$ cat src/rtl/sitpd_pkg.sv
package sitpd_pkg;

   localparam int VALUE_W       = 32;
   localparam int MIN_WIDTH_W   = 6;
   localparam int CHAR_W        = 8;
   localparam int BCD_DIGITS    = 10;
   localparam int BCD_W         = 4 * BCD_DIGITS;
   localparam int CONV_CNT_W    = $clog2(VALUE_W);
   localparam int ND_W          = $clog2(BCD_DIGITS + 1);
   localparam int MAX_WIDTH_DEF = 32;

   localparam logic [CHAR_W-1:0] CHAR_ZERO  = 8'd48;
   localparam logic [CHAR_W-1:0] CHAR_MINUS = 8'd45;

   typedef struct packed {
      logic signed [VALUE_W-1:0] value;
      logic [MIN_WIDTH_W-1:0]    min_width;
   } req_type;

   typedef struct packed {
      logic [CHAR_W-1:0] out_char;
      logic              is_last;
   } rsp_type;

   typedef enum logic [2:0] {
      S_IDLE,
      S_CONV,
      S_NORM,
      S_SIGN,
      S_PAD,
      S_DIGIT
   } state_type;

endpackage

$ cat src/rtl/signed_int_to_padded_decimal_unit.sv
// A taken number goes through the bit-serial binary-to-BCD shift loop, then the
// leading zero digits are stripped, then the text (1 to the larger of MAX_WIDTH and
// 11 characters) is sent one character per cycle. No new number is taken while
// busy is high; busy stays high until the last character of the serial emit.
// Reset (synchronous, active high) returns the controller to idle; results are
// strobed for one cycle and the receiver cannot stall them.
module signed_int_to_padded_decimal_unit #(
   parameter int MAX_WIDTH = sitpd_pkg::MAX_WIDTH_DEF
) (
   input  logic               clock,
   input  logic               reset,
   input  logic               start,
   output logic               busy,
   input  sitpd_pkg::req_type req_in,
   output logic               rsp_valid,
   output sitpd_pkg::rsp_type rsp_out
);

   localparam int CW = $clog2(MAX_WIDTH + 1);
   localparam int VW = sitpd_pkg::VALUE_W;
   localparam int BW = sitpd_pkg::BCD_W;
   localparam int NW = sitpd_pkg::ND_W;
   localparam int KW = sitpd_pkg::CONV_CNT_W;

   sitpd_pkg::state_type state_ff, state_in;

   logic [VW-1:0] mag_ff, mag_in;
   logic [BW-1:0] bcd_ff, bcd_in;
   logic [KW-1:0] cnt_ff, cnt_in;
   logic [NW-1:0] nd_ff, nd_in;
   logic          neg_ff, neg_in;
   logic [CW-1:0] wsat_ff, wsat_in;
   logic [CW-1:0] pad_ff, pad_in;

   logic          accept;
   logic [BW-1:0] bcd_adj;
   logic [3:0]    top_digit;
   logic          norm_done;
   logic [CW-1:0] len;
   logic [CW-1:0] pad_calc;

   assign accept    = start && (state_ff == sitpd_pkg::S_IDLE);
   assign top_digit = bcd_ff[BW-1 -: 4];
   assign norm_done = (top_digit != 4'd0) || (nd_ff == NW'(1));
   assign len       = CW'(nd_ff) + CW'(neg_ff);
   assign pad_calc  = (wsat_ff > len) ? (wsat_ff - len) : '0;

   always_comb begin
      for (int i = 0; i < sitpd_pkg::BCD_DIGITS; i++) begin
         if (bcd_ff[4*i +: 4] >= 4'd5) begin
            bcd_adj[4*i +: 4] = bcd_ff[4*i +: 4] + 4'd3;
         end else begin
            bcd_adj[4*i +: 4] = bcd_ff[4*i +: 4];
         end
      end
   end

   // next state
   always_comb begin
      state_in = state_ff;
      unique case (state_ff)
         sitpd_pkg::S_IDLE: begin
            if (start) state_in = sitpd_pkg::S_CONV;
         end
         sitpd_pkg::S_CONV: begin
            if (cnt_ff == '0) state_in = sitpd_pkg::S_NORM;
         end
         sitpd_pkg::S_NORM: begin
            if (norm_done) begin
               if (neg_ff) state_in = sitpd_pkg::S_SIGN;
               else if (pad_calc != '0) state_in = sitpd_pkg::S_PAD;
               else state_in = sitpd_pkg::S_DIGIT;
            end
         end
         sitpd_pkg::S_SIGN: begin
            if (pad_ff != '0) state_in = sitpd_pkg::S_PAD;
            else state_in = sitpd_pkg::S_DIGIT;
         end
         sitpd_pkg::S_PAD: begin
            if (pad_ff == CW'(1)) state_in = sitpd_pkg::S_DIGIT;
         end
         sitpd_pkg::S_DIGIT: begin
            if (nd_ff == NW'(1)) state_in = sitpd_pkg::S_IDLE;
         end
         default: state_in = sitpd_pkg::S_IDLE;
      endcase
   end

   // datapath
   always_comb begin
      mag_in  = mag_ff;
      bcd_in  = bcd_ff;
      cnt_in  = cnt_ff;
      nd_in   = nd_ff;
      neg_in  = neg_ff;
      wsat_in = wsat_ff;
      pad_in  = pad_ff;
      if (accept) begin
         neg_in = req_in.value[VW-1];
         mag_in = req_in.value[VW-1] ? (~req_in.value + VW'(1)) : req_in.value;
         bcd_in = '0;
         cnt_in = KW'(VW - 1);
         nd_in  = NW'(sitpd_pkg::BCD_DIGITS);
         if (req_in.value == '0) begin
            wsat_in = '0;
         end else if (32'(req_in.min_width) > 32'(MAX_WIDTH)) begin
            wsat_in = CW'(MAX_WIDTH);
         end else begin
            wsat_in = CW'(req_in.min_width);
         end
      end else begin
         case (state_ff)
            sitpd_pkg::S_CONV: begin
               bcd_in = {bcd_adj[BW-2:0], mag_ff[VW-1]};
               mag_in = {mag_ff[VW-2:0], 1'b0};
               cnt_in = cnt_ff - KW'(1);
            end
            sitpd_pkg::S_NORM: begin
               if (norm_done) begin
                  pad_in = pad_calc;
               end else begin
                  bcd_in = {bcd_ff[BW-5:0], 4'd0};
                  nd_in  = nd_ff - NW'(1);
               end
            end
            sitpd_pkg::S_PAD: begin
               pad_in = pad_ff - CW'(1);
            end
            sitpd_pkg::S_DIGIT: begin
               bcd_in = {bcd_ff[BW-5:0], 4'd0};
               nd_in  = nd_ff - NW'(1);
            end
            default: ;
         endcase
      end
   end

   // outputs
   always_comb begin
      busy             = (state_ff != sitpd_pkg::S_IDLE);
      rsp_valid        = 1'b0;
      rsp_out.out_char = sitpd_pkg::CHAR_ZERO;
      rsp_out.is_last  = 1'b0;
      unique case (state_ff)
         sitpd_pkg::S_SIGN: begin
            rsp_valid        = 1'b1;
            rsp_out.out_char = sitpd_pkg::CHAR_MINUS;
         end
         sitpd_pkg::S_PAD: begin
            rsp_valid = 1'b1;
         end
         sitpd_pkg::S_DIGIT: begin
            rsp_valid        = 1'b1;
            rsp_out.out_char = sitpd_pkg::CHAR_ZERO + {4'd0, top_digit};
            rsp_out.is_last  = (nd_ff == NW'(1));
         end
         default: ;
      endcase
   end

   always_ff @(posedge clock) begin
      if (reset) begin
         state_ff <= sitpd_pkg::S_IDLE;
      end else begin
         state_ff <= state_in;
      end
   end

   always_ff @(posedge clock) begin
      mag_ff  <= mag_in;
      bcd_ff  <= bcd_in;
      cnt_ff  <= cnt_in;
      nd_ff   <= nd_in;
      neg_ff  <= neg_in;
      wsat_ff <= wsat_in;
      pad_ff  <= pad_in;
   end

`ifndef SYNTH
   a_strobe_busy: assert property (@(posedge clock) disable iff (reset)
      rsp_valid |-> busy)
      else $error("result strobe outside a conversion");

   a_no_out_after_accept: assert property (@(posedge clock) disable iff (reset)
      (start && !busy) |=> !rsp_valid)
      else $error("result strobe right after accept");

   a_last_ends: assert property (@(posedge clock) disable iff (reset)
      (rsp_valid && rsp_out.is_last) |=> (!rsp_valid && !busy))
      else $error("transfer after last character");

   a_digit_bcd: assert property (@(posedge clock) disable iff (reset)
      (state_ff == sitpd_pkg::S_DIGIT) |-> (top_digit <= 4'd9))
      else $error("non-decimal digit emitted");
`endif

endmodule

$ cat config.mk
export PLATFORM = sky130hd
export DESIGN_NAME = signed_int_to_padded_decimal_unit
export DESIGN_NICKNAME = d
export VERILOG_FILES = /design/src/rtl/sitpd_pkg.sv /design/src/rtl/signed_int_to_padded_decimal_unit.sv
export SDC_FILE = /design/constraint.sdc
export NUM_CORES = 1
export LEC_CHECK = 0
export BUFFER_PORTS_ARGS = -buffer_cell sky130_fd_sc_hd__buf_2
export CORE_MARGIN = 5
export CORE_UTILIZATION = 50
export CTS_CLUSTER_DIAMETER = 150
export DETAILED_ROUTE_END_ITERATION = 6
export GPL_TIMING_DRIVEN = 0
export PLACE_DENSITY = 0.76
export REMOVE_ABC_BUFFERS = 1
export SLEW_MARGIN = 20
export SYNTH_ARGS = -nofsm -noshare
export SYNTH_HDL_FRONTEND = slang
export SYNTH_SLANG_ARGS = --single-unit
$ cat constraint.sdc
create_clock -name clock -period 2.5 [get_ports clock]
set_input_delay 0.5 -clock clock [delete_from_list [all_inputs] [get_ports clock]]
set_output_delay 0.5 -clock clock [all_outputs]
set_load 0.03 [all_outputs]
# == Word level (Yosys, flattened, before mapping) ==
# Index checks and enable logic that the tools add are counted.
# totals
mem_count,0
ramBits,0
rom_bits,0
elab_cells,105
reg_bits,97
input_bits,41
latch_bits,0
# op_classes
n_mul,0
bitwise_logic,2
shift,0
mux,33
div_mod_pow,0
n_lt_le_gt_ge,12
n_addsub,17
n_eq_ne,13
reduce_logical,19
# ops
op,count
40-bit case mux with 3 select lines,1
32-bit 2-to-1 mux,3
4-bit by 3-bit >= comparator with 1-bit output (second input constant),10
4-bit 2-to-1 mux,10
40-bit 2-to-1 mux,1
4-bit by 2-bit adder with 4-bit output (second input constant),9
32-bit by 2-bit adder with 32-bit output (second input constant),1
32-bit logical NOT,1
32-bit NOT,1
3-bit 2-to-1 mux,7
6-bit 2-to-1 mux,3
3-bit case mux with 6 select lines,1
7-bit case mux with 2 select lines,1
2-bit inequality test (second input constant),6
6-bit case mux with 2 select lines,1
6-bit nonzero test,2
4-bit case mux with 2 select lines,1
6-bit by 4-bit adder with 7-bit output (first input constant),1
3-bit by 2-bit == test with 1-bit output (second input constant),2
3-bit == test (second input constant),2
6-bit by 1-bit == test with 1-bit output (second input constant),1
6-bit by 5-bit greater-than comparator with 1-bit output,1
6-bit greater-than comparator (second input constant),1
2-bit nonzero test,3
21 further kinds,26

# == Logic depth before layout (Yosys ltp) ==
# Gate-level depths: netlist of run 1.
# logic_depth
depth_word,8
depth_mapped,10

# == Least setup slack after synthesis of run 1 ==
# OpenSTA, ideal clock, no wires.
# synth_path
kind,reg2reg
from,reg neg_ff
to,reg state_ff[0]
arrival_time_ps,2542
path_buffers,0
required_time_ps,2399
synth_period_minus_slack_ps,2643
path_stages_with_launch,10
setup_slack_ps,-143
setup_ps,101
cell_sequence,edfxtp_1 ha_1 ha_1 fa_1 and2b_1 a31oi_1 or3_1 a221oi_1 o21ai_0 o41ai_1
# synth_between
elab_chain_cells,8
word_cells_on_any_way,9
# synth_lines
element,line,source
start: declaration,signed_int_to_padded_decimal_unit.sv:31,"logic neg_ff, neg_in;"
start signal: assignment,signed_int_to_padded_decimal_unit.sv:174,neg_ff <= neg_in;
4-bit by 1-bit adder with 5-bit output,signed_int_to_padded_decimal_unit.sv:45,assign len = CW'(nd_ff) + CW'(neg_ff);
6-bit by 5-bit subtractor with 6-bit output or 6-bit by 5-bit greater-than comparator with 1-bit output (tied branches),signed_int_to_padded_decimal_unit.sv:46,assign pad_calc = (wsat_ff > len) ? (wsat_ff - len) : '0;
6-bit 2-to-1 mux,signed_int_to_padded_decimal_unit.sv:46,
6-bit nonzero test,signed_int_to_padded_decimal_unit.sv:71,else if (pad_calc != '0) state_in = sitpd_pkg::S_PAD;
1-bit 2-to-1 mux,signed_int_to_padded_decimal_unit.sv:71,
3-bit 2-to-1 mux (*),signed_int_to_padded_decimal_unit.sv:70,if (neg_ff) state_in = sitpd_pkg::S_SIGN;
3-bit 2-to-1 mux (*),signed_int_to_padded_decimal_unit.sv:69,if (norm_done) begin
3-bit case mux with 6 select lines (*),signed_int_to_padded_decimal_unit.sv:61,unique case (state_ff)
end signal: assignment,signed_int_to_padded_decimal_unit.sv:163,state_ff <= sitpd_pkg::S_IDLE;
end signal: assignment,signed_int_to_padded_decimal_unit.sv:165,state_ff <= state_in;
end: declaration,signed_int_to_padded_decimal_unit.sv:25,"sitpd_pkg::state_type state_ff, state_in;"
# Every way passes the cells marked *; elsewhere a longest branch is shown, timed or not. The select of a mux whose other input is x is not followed.
# A chain may end at the register's enable or synchronous reset.

# == Worst setup path in the final report of run 1 ==
# Ends and elaborated chain as after synthesis.

==> flow_metrics.env, run 1 <==
export IMPL_synth_warnings=0
export IMPL_place_congestion=0.841
export IMPL_clock_sinks=97
export IMPL_synthXorXnorAreaFrac=0.0685
export IMPL_ir_drop_uv=405
export IMPL_yosysSeqAreaShare=0.374
export IMPL_die_h_um=123
export IMPL_path_class="register to register"
export IMPL_yosys_area_share_adder=0.0716
export IMPL_wirelength_mm=14.3
export IMPL_startpoint_type="register"
export IMPL_ys_flop_type="dfxtp_1"
export IMPL_final_common_cell="nand2_1"
export IMPL_clk_insertion_delay_late_ns=0.35
export IMPL_status="finished, violations left"
export IMPL_fin_crit_sh=1.04
export IMPL_finalPower_mw=8.20
export IMPL_crit_path_frequent_cell="ha_4"
export IMPL_cts_made_buffers=9
export IMPL_internal_power_mw=4.83
export IMPL_antenna_found_initial=0
export IMPL_io_pins=52
export IMPL_wl_per_cell_um=14.9
export IMPL_postPlaceCellArea_um2=6800
export IMPL_drt_pass1_iter_count=5
export IMPL_comb_power_share=0.466
export IMPL_drv_slew=0
export IMPL_drive_above_1_share=0.158
export IMPL_nFillCells=1098
export IMPL_layout_common_cells="nand2_1 (93), o21ai_0 (75), dfxtp_1 (50), buf_2 (48), nor2_1 (47)"
export IMPL_fmax_mhz=383
export IMPL_grt_remaining_overflow=0
export IMPL_setup_viol=1
export IMPL_violations="negative setup slack"
export IMPL_worstPathMaxFanout=4
export IMPL_cap_violations=0
export IMPL_register_area_um2=2400
export IMPL_skew_ns=0.0109
export IMPL_slowest_stage="edfxtp_1"
export IMPL_io_buffers=48
export IMPL_tightest_slew_ns=0.765
export IMPL_die_area_um2=15200
export IMPL_path_delay_family="adder cells"
export IMPL_seqPwrFrac=0.359
export IMPL_slew_headroom=0.488
export IMPL_avgSynthCellArea_um2=8.61
export IMPL_synth_cells=743
export IMPL_drt_initial_drc_count=361
export IMPL_num_antenna_cells=0
export IMPL_area_growth_pct=14.6
export IMPL_fp_row_count=41
export IMPL_ctsRootBufferMaster="clkbuf_16"
export IMPL_ys_top_cells_by_area="edfxtp_1 (21%), dfxtp_1 (16%), ha_1 (6.8%)"
export IMPL_worstPathRequired_ns=2.75
export IMPL_grt_max_degree=51
export IMPL_clk_path_buf_depth=2
export IMPL_synthesis_area_um2=6400
export IMPL_period_minus_slack_ns=2.61
export IMPL_swShare=0.411
export IMPL_ys_types=59
export IMPL_p_per_area_nw_per_um2=1120
export IMPL_cts_hold_buf=0
export IMPL_synth_area_leader_cell="edfxtp_1"
export IMPL_ant_nets=0
export IMPL_crit_chain="ha_4, ha_4, fa_2, and2b_2, a31oi_1, or3_1, a221oi_2, o21ai_1, o41ai_1"
export IMPL_rsz0062_at_grt="true"
export IMPL_globalRouteTotalUtil=0.194
export IMPL_drc=0
export IMPL_slowest_delay_ns=0.44
export IMPL_hold_slack_ns=0.344
export IMPL_cts_htree_levels=3
export IMPL_arrival_ns=2.86
export IMPL_initial_core_util=0.509
export IMPL_hpwl_mm=9.72
export IMPL_yosys_area_share_simple=0.199
export IMPL_final_setup_worst_slack_ns=-0.111
export IMPL_vias_per_cell=5.77
export IMPL_multiInputGateArea_um2=3870
export IMPL_synth_edf_count=45
export IMPL_cts_tree="done"
export IMPL_coreArea_um2=12600
export IMPL_fin_area_um2=7330
export IMPL_synthArstFlopShare=0
export IMPL_synth_seq_cells=97
export IMPL_die_x_um=123
export IMPL_nNetsFinal=859
export IMPL_p_sw_mw=3.37
export IMPL_hold_path_class="input pin to register"
export IMPL_grt_first_pass_wirelength_mm=24.1
export IMPL_cp_num_buf_inv=0
export IMPL_finalHoldViolCount=0
export IMPL_synthMuxAreaShare=0.0174
export IMPL_p_leak_nw=2.88
export IMPL_synth_top_family_by_area="compound AO/OA/AOI/OAI gates"
export IMPL_clockPowerShare=0.175
export IMPL_dr_total_vias=5532
export IMPL_grt_pass1_vias=5429
export IMPL_synth_top_area_share=0.211
export IMPL_synth_compound_area_frac=0.223
export IMPL_path_clk_slew_ns=0.07
export IMPL_crit_path_end_kind="register"
==> registers in the layout, summed over array words and instances, names as in the netlist <==
name	flops
bcd_ff	40
cnt_ff	5
mag_ff	32
nd_ff	4
neg_ff	1
pad_ff	6
state_ff	3
wsat_ff	6
==> layer usage <==
layer,GRT usage,share of wire,routed length (µm)
met5,0,0,0
met1,0.243,0.45,6380
met3,0.0279,0.034,492
met2,0.333,0.50,7090
met4,0.0824,0.022,316
==> synth_stat cells, types with 9 or more instances <==
master	instances
nor2b_1	10
a21oi_1	39
dfxtp_1	52
clkbuf_1	21
a211oi_1	44
nand2b_1	23
nand2_1	97
buf_2	9
inv_1	37
mux2i_1	10
o211ai_1	11
o31ai_1	9
ha_1	35
o21ai_0	78
nor3_1	15
nor2_1	48
edfxtp_1	45
nand3_1	16
a2bb2oi_1	9
xor2_1	32
xnor2_1	18
==> cells by family after synthesis <==
| kind of cell | after synthesis |
|---|---|
| simple gates | 253 |
| compound gates | 221 |
| flops | 97 |
| buf+inv | 73 |
| xor+xnor | 50 |
| fa+ha+maj | 36 |
| mux | 11 |
| other cells | 2 |
==> through the flow <==
stage	worst slack (ns)	cells	util	TNS, ns
2_1_floorplan	-0.972	709	-	-63.58
3_3_place_gp	-2.37	929	0.533	-183.93
3_5_place_dp	-0.544	932	0.541	-10.60
4_1_cts	-0.134	953	0.573	-0.204
5_1_grt	-0.187	959	0.583	-0.363
6_report	-0.111	959	0.583	-0.111
==> final cells by class <==
type                       count  share of cell area
multi-input combinational    575               0.528
sequential                    97               0.327
timing repair buffer          61              0.0533
clock buffer                  12              0.0350
tap                          172              0.0294
inverter                      38              0.0201
clock inverter                 4             0.00717
==> repair_timing <==
action / CTS / global route
pin swaps: 4 / 6
endpoints found under the setup margin: 55 / 50
resized for setup: 13 / 20
gates cloned: 1 / 0
hold endpoints to repair: 0 / 0
setup buffers: 4 / 6
==> final timing paths <==
path             start          end  slack (ns)  depth (start not counted)
max reg2reg     neg_ff  state_ff[0]       -0.11                          9
min reg2reg  cnt_ff[4]    cnt_ff[4]        0.50                          2
min              reset  state_ff[2]        0.34                          2
max             neg_ff  state_ff[0]       -0.11                          9
==> power groups by stage <==
stage	clock network, mW	registers, mW	logic (mW)
6_report	1.43	2.94	3.83
5_1_grt	1.53	3.03	4.31
4_1_cts	1.46	2.92	3.68
3_5_place_dp	0	2.95	3.55
3_3_place_gp	0	2.92	3.25
2_1_floorplan	0	2.81	2.66
No activity file was read; power rests on OpenSTA's default activity.
==> run 2: changes to the inputs <==
--- a/config.mk
+++ b/config.mk
@@ -6,12 +6,13 @@
 export NUM_CORES = 1
 export LEC_CHECK = 0
 export BUFFER_PORTS_ARGS = -buffer_cell sky130_fd_sc_hd__buf_2
+export CAP_MARGIN = 25
 export CORE_MARGIN = 5
-export CORE_UTILIZATION = 50
+export CORE_UTILIZATION = 55
 export CTS_CLUSTER_DIAMETER = 150
 export DETAILED_ROUTE_END_ITERATION = 6
 export GPL_TIMING_DRIVEN = 0
-export PLACE_DENSITY = 0.76
+export PLACE_DENSITY = 0.82
 export REMOVE_ABC_BUFFERS = 1
 export SLEW_MARGIN = 20
 export SYNTH_ARGS = -nofsm -noshare
==> run 2 against run 1 <==
Against the previous run: the run still ends with negative setup slack left; via count is 1.5% higher; final cell count fell by 3.3%; global-route usage up 1.2 points; critical path depth unchanged; sequential power about the same; clock power increased by 17%; clock-buffer cell count fell by 2; flip-flop and latch count stayed put.
==> flow_metrics.env, run 2 (synthesis gave the netlist of run 1 again) <==
export IMPL_slew_headroom=0.587
export IMPL_wl_per_cell_um=15.9
export IMPL_area_growth_pct=14.4
export IMPL_worstPathMaxFanout=6
export IMPL_cts_made_buffers=9
export IMPL_hold_depth=2
export IMPL_fmax_mhz=386
export IMPL_initial_core_util=0.560
export IMPL_path_clk_slew_ns=0.08
export IMPL_cts_htree_levels=3
export IMPL_antenna_found_initial=0
export IMPL_grt_pass1_vias=5534
export IMPL_r2r_start="neg_ff"
export IMPL_reg_top3="bcd_ff (40), mag_ff (32)"
export IMPL_crit_path_end_kind="register"
export IMPL_dr_total_vias=5617
export IMPL_nFillCells=914
export IMPL_period_minus_slack_ns=2.59
export IMPL_crit_chain="ha_2, ha_2, fa_2, and2b_2, a31oi_1, or3_1, a221oi_2, o21ai_2, o41ai_2"
export IMPL_violations="negative setup slack"
export IMPL_hold_path_class="input pin to register"
export IMPL_worstPathRequired_ns=2.75
export IMPL_rsz0062_at_grt="true"
export IMPL_grt_max_degree=51
export IMPL_ir_drop_uv=643
export IMPL_ctsRootBufferMaster="clkbuf_16"
export IMPL_setup_viol=2
export IMPL_fin_util=0.641
export IMPL_holdPathEnd="state_ff[2]"
export IMPL_dp_slack_ns=-0.453
export IMPL_drv_slew=0
export IMPL_hold_path_startpoint="reset"
export IMPL_layout_common_cells="nand2_1 (93), o21ai_0 (77), dfxtp_1 (50), buf_2 (48), nor2_1 (47)"
export IMPL_io_buffers=48
export IMPL_slowest_stage="edfxtp_1"
export IMPL_skew_ns=0.0116
export IMPL_tightest_slew_ns=0.619
export IMPL_crit_path_frequent_cell="ha_2"
export IMPL_status="finished, violations left"
export IMPL_slowest_delay_ns=0.40
export IMPL_path_class="register to register"
export IMPL_tns_ns=-0.100
export IMPL_drc=0
export IMPL_die_area_um2=13900
export IMPL_die_x_um=118
export IMPL_wirelength_mm=14.7
export IMPL_num_antenna_cells=0
export IMPL_hpwl_mm=9.63
export IMPL_grt_remaining_overflow=0
export IMPL_clk_insertion_delay_late_ns=0.35
export IMPL_final_common_cell="nand2_1"
export IMPL_final_setup_worst_slack_ns=-0.0881
export IMPL_arrival_ns=2.84
export IMPL_place_congestion=0.828
export IMPL_drive_above_1_share=0.158
export IMPL_cts_tree="done"
export IMPL_regMostFlops="bcd_ff"
export IMPL_grt_first_pass_wirelength_mm=24.6
export IMPL_rrSetupSlack_ns=-0.09
export IMPL_ant_nets=0
export IMPL_largest_reg_flops=40
export IMPL_globalRouteTotalUtil=0.206
export IMPL_p_per_area_nw_per_um2=1160
export IMPL_cap_violations=0
export IMPL_rr_worst_depth=9
export IMPL_startpoint_type="register"
export IMPL_clk_path_buf_depth=2
export IMPL_vias_per_cell=6.06
export IMPL_fp_row_count=39
export IMPL_fin_crit_sh=1.04
export IMPL_r2r_end="state_ff[0]"
export IMPL_p_leak_nw=2.90
export IMPL_finalHoldViolCount=0
export IMPL_io_pins=52
export IMPL_drt_initial_drc_count=460
export IMPL_nNetsFinal=856
export IMPL_die_h_um=118
export IMPL_drt_pass1_iter_count=5
export IMPL_clock_sinks=97
export IMPL_coreArea_um2=11400
[run 2: cell count changes in the layout (fill, tap and decap cells not counted), sizes merged]
cell	previous run	this run
clkinv	4	2
clkbuf	12	10
inv	37	39
buf	61	58
bufinv	1	3
[run 2: final cells by class]
type | count | area, µm² | area share
timing repair buffer | 58 | 368 | 0.0503
tap | 143 | 179 | 0.0245
inverter | 38 | 148 | 0.0202
multi-input combinational | 575 | 3860 | 0.528
clock buffer | 10 | 250 | 0.0342
sequential | 97 | 2400 | 0.328
clock inverter | 6 | 110 | 0.0151
[run 2: through the flow]
stage          area (µm²)  hold WS (ns)  cells  total power, mW
3_3_place_gp         6670         0.482    900             6.15
6_report             7320         0.368    927             8.47
3_5_place_dp         6770         0.483    903             6.48
2_1_floorplan        6250         0.466    709             5.48
4_1_cts              7210         0.344    923             8.31
5_1_grt              7320         0.372    927             9.11
[run 2: layer usage]
metal / part of all wire / track usage / wire length [µm] / up-vias
li1: - / - / - / 2750
met1: 0.42 / 0.248 / 6110 / 2666
met2: 0.51 / 0.356 / 7530 / 175
met3: 0.055 / 0.0375 / 806 / 26
met4: 0.017 / 0.0925 / 252 / 0
met5: 0 / 0 / 0 / -
[run 2: how the worst max path moves through the flow]
stage | slack, ns | from | depth (start not counted) | to
after global routing | -0.22 | neg_ff | 9 | state_ff[0]
final | -0.09 | neg_ff | 9 | state_ff[0]
after CTS | -0.08 | neg_ff | 10 | state_ff[0]
after detailed placement | -0.45 | neg_ff | 9 | state_ff[0]
after global placement | -2.31 | state_ff[0] | 3 | wsat_ff[2]
after floorplan | -0.97 | state_ff[0] | 5 | mag_ff[31]
[run 2: where the power goes]
part / switching, mW / internal, mW / total [mW]
Combinational: 2.32 / 1.52 / 3.85
Clock: 0.642 / 1.04 / 1.68
Sequential: 0.492 / 2.45 / 2.94
[run 2: critical path: cells and delay by family (launching register included)]
kind	cells	cell delay [ns]
simple gates	2	0.60
flops	1	0.40
compound gates	4	0.69
fa+ha+maj	3	0.80
[run 2: what timing repair did]
action	in CTS	in global routing
hold buffers	0	0
resized for setup	15	15
setup endpoints to repair	86	80
pin swaps	5	6
gates cloned	1	0
buffers inserted	3	4
